### src/assert_macros.svh
// Assertion macros for the RTL of the packet continuity monitor.
// Depends on nothing; each file that asserts includes this header.
`ifndef ASSERT_MACROS_SVH
`define ASSERT_MACROS_SVH
`ifndef SYNTH
// Property that must hold at every rising edge outside of reset.
`define ASSERT_CLK(name, clk, rst, prop, msg) \
  name: assert property (@(posedge clk) disable iff (rst) prop) else $error(msg);
// Condition that must never be true outside of reset.
`define ASSERT_NEVER(name, clk, rst, cond, msg) \
  `ASSERT_CLK(name, clk, rst, !(cond), msg)
`else
`define ASSERT_CLK(name, clk, rst, prop, msg)
`define ASSERT_NEVER(name, clk, rst, cond, msg)
`endif
`endif

### src/tpcm_pkg.sv
// Shared types, constants and helpers of the transport stream continuity monitor.
// Depends on nothing; the top level, front end and back end use it.
package tpcm_pkg;

  localparam int CounterWidth  = 32;
  localparam int PidCount      = 8192;
  localparam int PidWidth      = $clog2(PidCount);
  localparam int PidHighWidth  = PidWidth - 8;
  localparam int OutCountWidth = 32;
  localparam int CcWidth       = 4;
  localparam int TeiBit        = 7;

  // Depth of the command queue between the front end and the back end.
  localparam int CmdQueueDepth = 2;
  localparam int CmdPtrWidth   = $clog2(CmdQueueDepth);
  localparam int CmdCountWidth = $clog2(CmdQueueDepth + 1);

  localparam logic [7:0] SyncByte    = 8'h47;
  localparam logic [7:0] SyncByteInv = 8'hB8;

  localparam logic [2:0] StatusOk         = 3'd0;
  localparam logic [2:0] StatusSyncErr    = 3'd1;
  localparam logic [2:0] StatusTransport  = 3'd2;
  localparam logic [2:0] StatusDiscont    = 3'd3;
  localparam logic [2:0] StatusReadReply  = 3'd4;

  typedef logic [CounterWidth-1:0] count_t;

  typedef enum logic [1:0] {
    CMD_READ,
    CMD_SYNC_ERR,
    CMD_TRANSPORT_ERR,
    CMD_PACKET
  } cmd_kind_t;

  typedef struct packed {
    cmd_kind_t            kind;
    logic                 flagged;
    logic [PidWidth-1:0]  pid;
    logic [CcWidth-1:0]   cc;
  } cmd_t;

  typedef struct packed {
    logic               seen;
    logic [CcWidth-1:0] cc;
    count_t             disc;
    count_t             pkt;
  } pid_row_t;

  typedef struct packed {
    logic                action;
    logic [7:0]          header_byte0;
    logic [7:0]          header_byte1;
    logic [7:0]          header_byte2;
    logic [7:0]          header_byte3;
    logic [PidWidth-1:0] query_pid;
  } in_item_t;

  typedef struct packed {
    logic [2:0]               status;
    logic [PidWidth-1:0]      pid;
    logic [OutCountWidth-1:0] pid_packet_count;
    logic [OutCountWidth-1:0] pid_discontinuity_count;
    logic [OutCountWidth-1:0] total_packets;
    logic [OutCountWidth-1:0] sync_errors;
    logic [OutCountWidth-1:0] sync_errors_flagged;
    logic [OutCountWidth-1:0] malformed_packets;
  } out_item_t;

  typedef struct packed {
    logic cmd_pop;
    logic clearing;
  } back_status_t;

  // Low bits of a counter, zero extended when the counter is narrower.
  function automatic logic [OutCountWidth-1:0] count_out(count_t v);
    logic [63:0] w;
    w = 64'(v);
    return w[OutCountWidth-1:0];
  endfunction

endpackage

### src/tpcm_front.sv
// Front end: holds the sync setting, classifies each transaction and queues it.
// Depends on tpcm_pkg.
module tpcm_front (
  input  logic                   clk,
  input  logic                   rst,
  input  logic                   cfg_write,
  input  logic                   cfg_data,
  input  logic                   push,
  output logic                   full,
  input  tpcm_pkg::in_item_t     item,
  output logic                   cmd_valid,
  output tpcm_pkg::cmd_t         cmd,
  input  tpcm_pkg::back_status_t back_st
);

  logic                                 accept_inverted_sync;
  tpcm_pkg::cmd_t                       q [tpcm_pkg::CmdQueueDepth];
  logic [tpcm_pkg::CmdPtrWidth-1:0]     wr_ptr;
  logic [tpcm_pkg::CmdPtrWidth-1:0]     rd_ptr;
  logic [tpcm_pkg::CmdCountWidth-1:0]   count;
  logic                                 push_ok;
  logic                                 sync_ok;
  tpcm_pkg::cmd_t                       cmd_in;

  assign full      = (count == tpcm_pkg::CmdCountWidth'(tpcm_pkg::CmdQueueDepth)) ||
                     back_st.clearing;
  assign push_ok   = push && !full;
  assign cmd_valid = (count != '0);
  assign cmd       = q[rd_ptr];

  always_comb begin
    sync_ok = (item.header_byte0 == tpcm_pkg::SyncByte) ||
              (accept_inverted_sync && item.header_byte0 == tpcm_pkg::SyncByteInv);
    cmd_in.flagged = item.header_byte1[tpcm_pkg::TeiBit];
    cmd_in.cc      = item.header_byte3[tpcm_pkg::CcWidth-1:0];
    cmd_in.pid     = {item.header_byte1[tpcm_pkg::PidHighWidth-1:0], item.header_byte2};
    if (item.action) begin
      cmd_in.kind = tpcm_pkg::CMD_READ;
      cmd_in.pid  = item.query_pid;
    end else if (!sync_ok) begin
      cmd_in.kind = tpcm_pkg::CMD_SYNC_ERR;
    end else if (item.header_byte1[tpcm_pkg::TeiBit]) begin
      cmd_in.kind = tpcm_pkg::CMD_TRANSPORT_ERR;
    end else begin
      cmd_in.kind = tpcm_pkg::CMD_PACKET;
    end
  end

  always_ff @(posedge clk) begin
    if (push_ok) begin
      q[wr_ptr] <= cmd_in;
    end
    if (rst) begin
      accept_inverted_sync <= 1'b1;
      wr_ptr <= '0;
      rd_ptr <= '0;
      count  <= '0;
    end else begin
      if (cfg_write) begin
        accept_inverted_sync <= cfg_data;
      end
      if (push_ok) begin
        wr_ptr <= (wr_ptr == tpcm_pkg::CmdPtrWidth'(tpcm_pkg::CmdQueueDepth - 1)) ?
                  '0 : wr_ptr + tpcm_pkg::CmdPtrWidth'(1);
      end
      if (back_st.cmd_pop) begin
        rd_ptr <= (rd_ptr == tpcm_pkg::CmdPtrWidth'(tpcm_pkg::CmdQueueDepth - 1)) ?
                  '0 : rd_ptr + tpcm_pkg::CmdPtrWidth'(1);
      end
      case ({push_ok, back_st.cmd_pop})
        2'b10:   count <= count + tpcm_pkg::CmdCountWidth'(1);
        2'b01:   count <= count - tpcm_pkg::CmdCountWidth'(1);
        default: count <= count;
      endcase
    end
  end

endmodule

### config.mk
export PLATFORM = sky130hd
export DESIGN_NAME = tpcm_front
export DESIGN_NICKNAME = d
export VERILOG_FILES = /design/src/assert_macros.svh /design/src/tpcm_pkg.sv /design/src/tpcm_front.sv
export SDC_FILE = /design/constraint.sdc
export NUM_CORES = 1
export LEC_CHECK = 0
export BUFFER_PORTS_ARGS = -buffer_cell sky130_fd_sc_hd__buf_2
export CORE_MARGIN = 3
export CORE_UTILIZATION = 35
export DETAILED_ROUTE_END_ITERATION = 7
export PLACE_DENSITY = 0.66
export SYNTH_ARGS = -nofsm -noshare
export SYNTH_HDL_FRONTEND = slang
export SYNTH_SLANG_ARGS = --single-unit
export TNS_END_PERCENT = 5
### constraint.sdc
create_clock -name clk -period 2.9 [get_ports clk]
set_clock_uncertainty 0.05 [all_clocks]
set_input_delay 0 -clock clk [delete_from_list [all_inputs] [get_ports clk]]
set_output_delay 0 -clock clk [all_outputs]
set_load 0.1 [all_outputs]
==> impl_results.rst <==
.. list-table::
   :header-rows: 1

   * - Metric
     - Value
   * - Status
     - complete, no violations
   * - Gpl congestion
     - 0.6518
   * - Multiplexer share of the synthesized area
     - 0.1919
   * - Max-Cap Viols
     - 0
   * - Largest fanout of any net on the critical path
     - 11
   * - Clk sink count
     - 46
   * - Classification of the worst-slack hold path
     - in2reg
   * - Clock Latency Late Sink
     - 0.29 ns
   * - Commonest cells in the netlist
     - edfxtp_1, mux2_2, dfxtp_1
   * - Crit Reg-Reg Endpoint
     - q[1][4]
   * - Clock tree from TritonCTS
     - done
   * - Syn nets
     - 171
   * - I/O Pins
     - 75
   * - Crit Reg-Reg Startpoint
     - count[0]
   * - Areal power density over the cells
     - 574.6 nW/um2
   * - Highest ir drop seen on vdd
     - 368.9 uV
   * - Placed insts
     - 254
   * - Sum of internal, switching and leakage power
     - 1.618 mW
   * - Yosys reg bits
     - 46
   * - Data required time of the critical path
     - 2.84 ns
   * - Time the final worst path needs with I/O delays and setup
     - 1.968 ns
   * - Maximum number of pins on one net before global-route repair
     - 16
   * - Die footprint
     - 6463 um2
   * - Post-CTS setup repair buffer count
     - 0
   * - Wirelength per Cell
     - 12.61 um
   * - Standard cell core area
     - 5238 um2
   * - DRT Wirelength
     - 3757 um
   * - Initial antenna violation count
     - 0
   * - Grt peak-use layer
     - met2
   * - # nets final
     - 281
   * - Clock transition at the registers of the reported paths
     - 0.08 ns
   * - End point of the critical path
     - q[1][4]
   * - Wire length of the first global-routing pass
     - 5747 um
   * - Final Hold Violating Endpoints
     - 0
   * - Layout area overhead
     - 45.35%
   * - Dominant register cell in the synthesized netlist
     - edfxtp_1
   * - Met3 track utilization from global routing
     - 0.03475
   * - Detailed placement HPWL
     - 2527 um
   * - Drt via density
     - 4.503
   * - Overall via count from detail_route
     - 1342
   * - Met1 Use GR
     - 0.1294
   * - Detailed router's first-iteration violation count
     - 41
   * - Remaining DRCs
     - 0
   * - Number of fillers in the final layout
     - 438
   * - Number of synthesized flops with an enable pin
     - 40
   * - Dominant cell by count in the synthesized netlist
     - edfxtp_1
   * - Start-to-end type of the worst setup path
     - reg2reg
   * - Synthesized netlist cell count
     - 117
   * - TritonCTS Buffers
     - 5
   * - Signal arrival time at the worst endpoint
     - 1.91 ns
   * - Register-to-register setup slack
     - 0.93 ns
   * - Pre-Repair DR Iteration Count
     - 4
   * - Register Area
     - 1321 um2
   * - Simple logic cell fraction of the synthesized area
     - 0.06395
   * - Post-route antenna net violation count
     - 0
   * - Worst-case headroom to the max-slew limit
     - 0.6251
   * - Pre-CTS setup slack
     - 0.9010 ns
   * - Avg Inst Size Synth
     - 16.55 um2
   * - # rows
     - 26
   * - Count of port buffers added during placement
     - 68
   * - Top cell type's share of synthesized area
     - 0.6202
   * - Maximum buffer depth of the clock tree
     - 2
   * - Setup-violating endpoint count in the final report
     - 0
   * - Type of destination of the critical path
     - register
   * - Buffer cell driving the clock tree root
     - clkbuf_8
   * - Total overflow reported by the global router
     - 0
   * - Global routing met2 resource utilization
     - 0.2185
   * - Kind of launch point of the worst setup path
     - register
   * - Worst Hold Depth
     - 4
   * - Layout cell share with drive strength beyond 1
     - 0.5088
   * - Post-synthesis cell type with the largest combined area
     - edfxtp_1
   * - Core utilization of the finished layout
     - 0.5375
   * - Antenna diode count
     - 0
   * - Complex-gate fraction of the synthesized area
     - 0.02584
   * - Part of the Yosys area used for sequential elements
     - 0.6822
   * - Final number of max-transition violations
     - 0
   * - Maximum clock rate
     - 508.1 MHz
   * - Number of distinct library cells after synthesis
     - 23
   * - Footprint of the multi-input gates
     - 586.8 um2
   * - Leakage
     - 1.103 nW
   * - Synth async-reset ratio
     - 0
   * - Xor/xnor cell area share of the yosys netlist
     - 0.01357
   * - Post-route worst setup slack
     - 0.9318 ns
   * - Largest family of logic cells by synthesized area
     - multiplexers
   * - Part of the cycle the worst path needs
     - 0.6787
   * - Overall track demand over capacity in global routing
     - 0.1176
   * - Warnings from Yosys
     - 0
   * - Netlist area before placement
     - 1937 um2
   * - Biggest area contributors in the synthesized netlist
     - edfxtp_1, mux2_2, dfxtp_1, buf_2, nand2b_1
   * - Number of standard cells in the layout, taps in and fillers out
     - 298
   * - Worst slew pin tran
     - 0.5618 ns
   * - Adder and majority gate portion of the synthesized area
     - 0.006460
   * - Cells on worst reg2reg path
     - 4
   * - RSZ-0062 raised after global routing
     - false
   * - Width of the die
     - 80.39 um
   * - Critical path launch point
     - count[0]
   * - Starting density of the core
     - 0.3698
   * - Number of global-route vias before repair
     - 1332
   * - Post-Route Setup TNS
     - 0 ns
   * - Count of H-tree levels built during CTS
     - 2
   * - Die height
     - 80.39 um
[cell usage in the layout, fill, tap and decap left out, types with 2 or more instances in the layout]
cell and instances:
buf_2 68, edfxtp_1 40, dlygate4sd3_1 36, mux2_2 33, dfxtp_1 6, clkbuf_8 5, nor2_1 4, inv_1 3
nand2b_1 3, buf_4 3, nor2b_1 2, or2_2 2, or3_1 2, nand4b_1 2, nor4_1 2, xnor2_1 2
a21oi_1 2
[worst min-delay path by stage]
stage	start	to	slack, ns
after floorplan	rst	count[1]	0.02
after global placement	item[16]	q[1][3]	0.15
after detailed placement	item[14]	q[1][1]	0.14
after CTS	push	wr_ptr	0.05
after global routing	push	wr_ptr	0.07
final	push	wr_ptr	0.06
[per-stage QoR]
stage | area [um2] | hold WS (ns)
after floorplan | 1937 | 0.01907
after global placement | 2370 | 0.1472
after detailed placement | 2370 | 0.1436
after CTS | 2815 | 0.04917
after global routing | 2815 | 0.06541
final | 2815 | 0.06280
[flip-flops by register name (all words and copies together) (netlist names), named ones only]
signal,count
count,2
wr_ptr,1
rd_ptr,1
q,40
accept_inverted_sync,1
[cell families after synthesis]
| logic type | after synthesis |
|---|---|
| XOR/XNOR | 3 |
| buffers and inverters | 7 |
| flip-flops | 46 |
| AO/OA/AOI/OAI | 7 |
| adder cells (fa/ha/maj) | 1 |
| multiplexers | 33 |
| AND/OR/NAND/NOR | 20 |
[routing by layer]
layer  vias to the layer above  wire length (um)
met4                         0                 5
li1                        666                 -
met1                       624              1552
met2                        50              1954
met3                         2               244
met5                         -                 0
[timing repair]
| item | in CTS | in global routing |
|---|---|---|
| gates resized for setup | 0 | 0 |
| hold endpoints to repair | 42 | 0 |
| hold buffers | 36 | 0 |
[critical path, cell delays in order, from the launching register on]
cell     delay, ns
dfxtp_1       0.40
nor2b_1       0.10
or3_1         0.36
nor2_2        0.46
buf_4         0.31
[power by group]
group / switching [mW] / total [mW] / internal, mW
combinational: 0.330 / 0.477 / 0.147
clock: 0.200 / 0.365 / 0.165
sequential: 0.0161 / 0.776 / 0.760
total: 0.546 / 1.62 / 1.07
[cell type report]
class,instances,area share
Clock buffer,5,0.02444
Clock inverter,3,0.005778
Inverter,3,0.004000
Multi-Input combinational cell,64,0.2084
Sequential cell,46,0.4693
Tap cell,70,0.03111
Timing Repair Buffer,107,0.2569
Power figures use the tool's default switching activity.
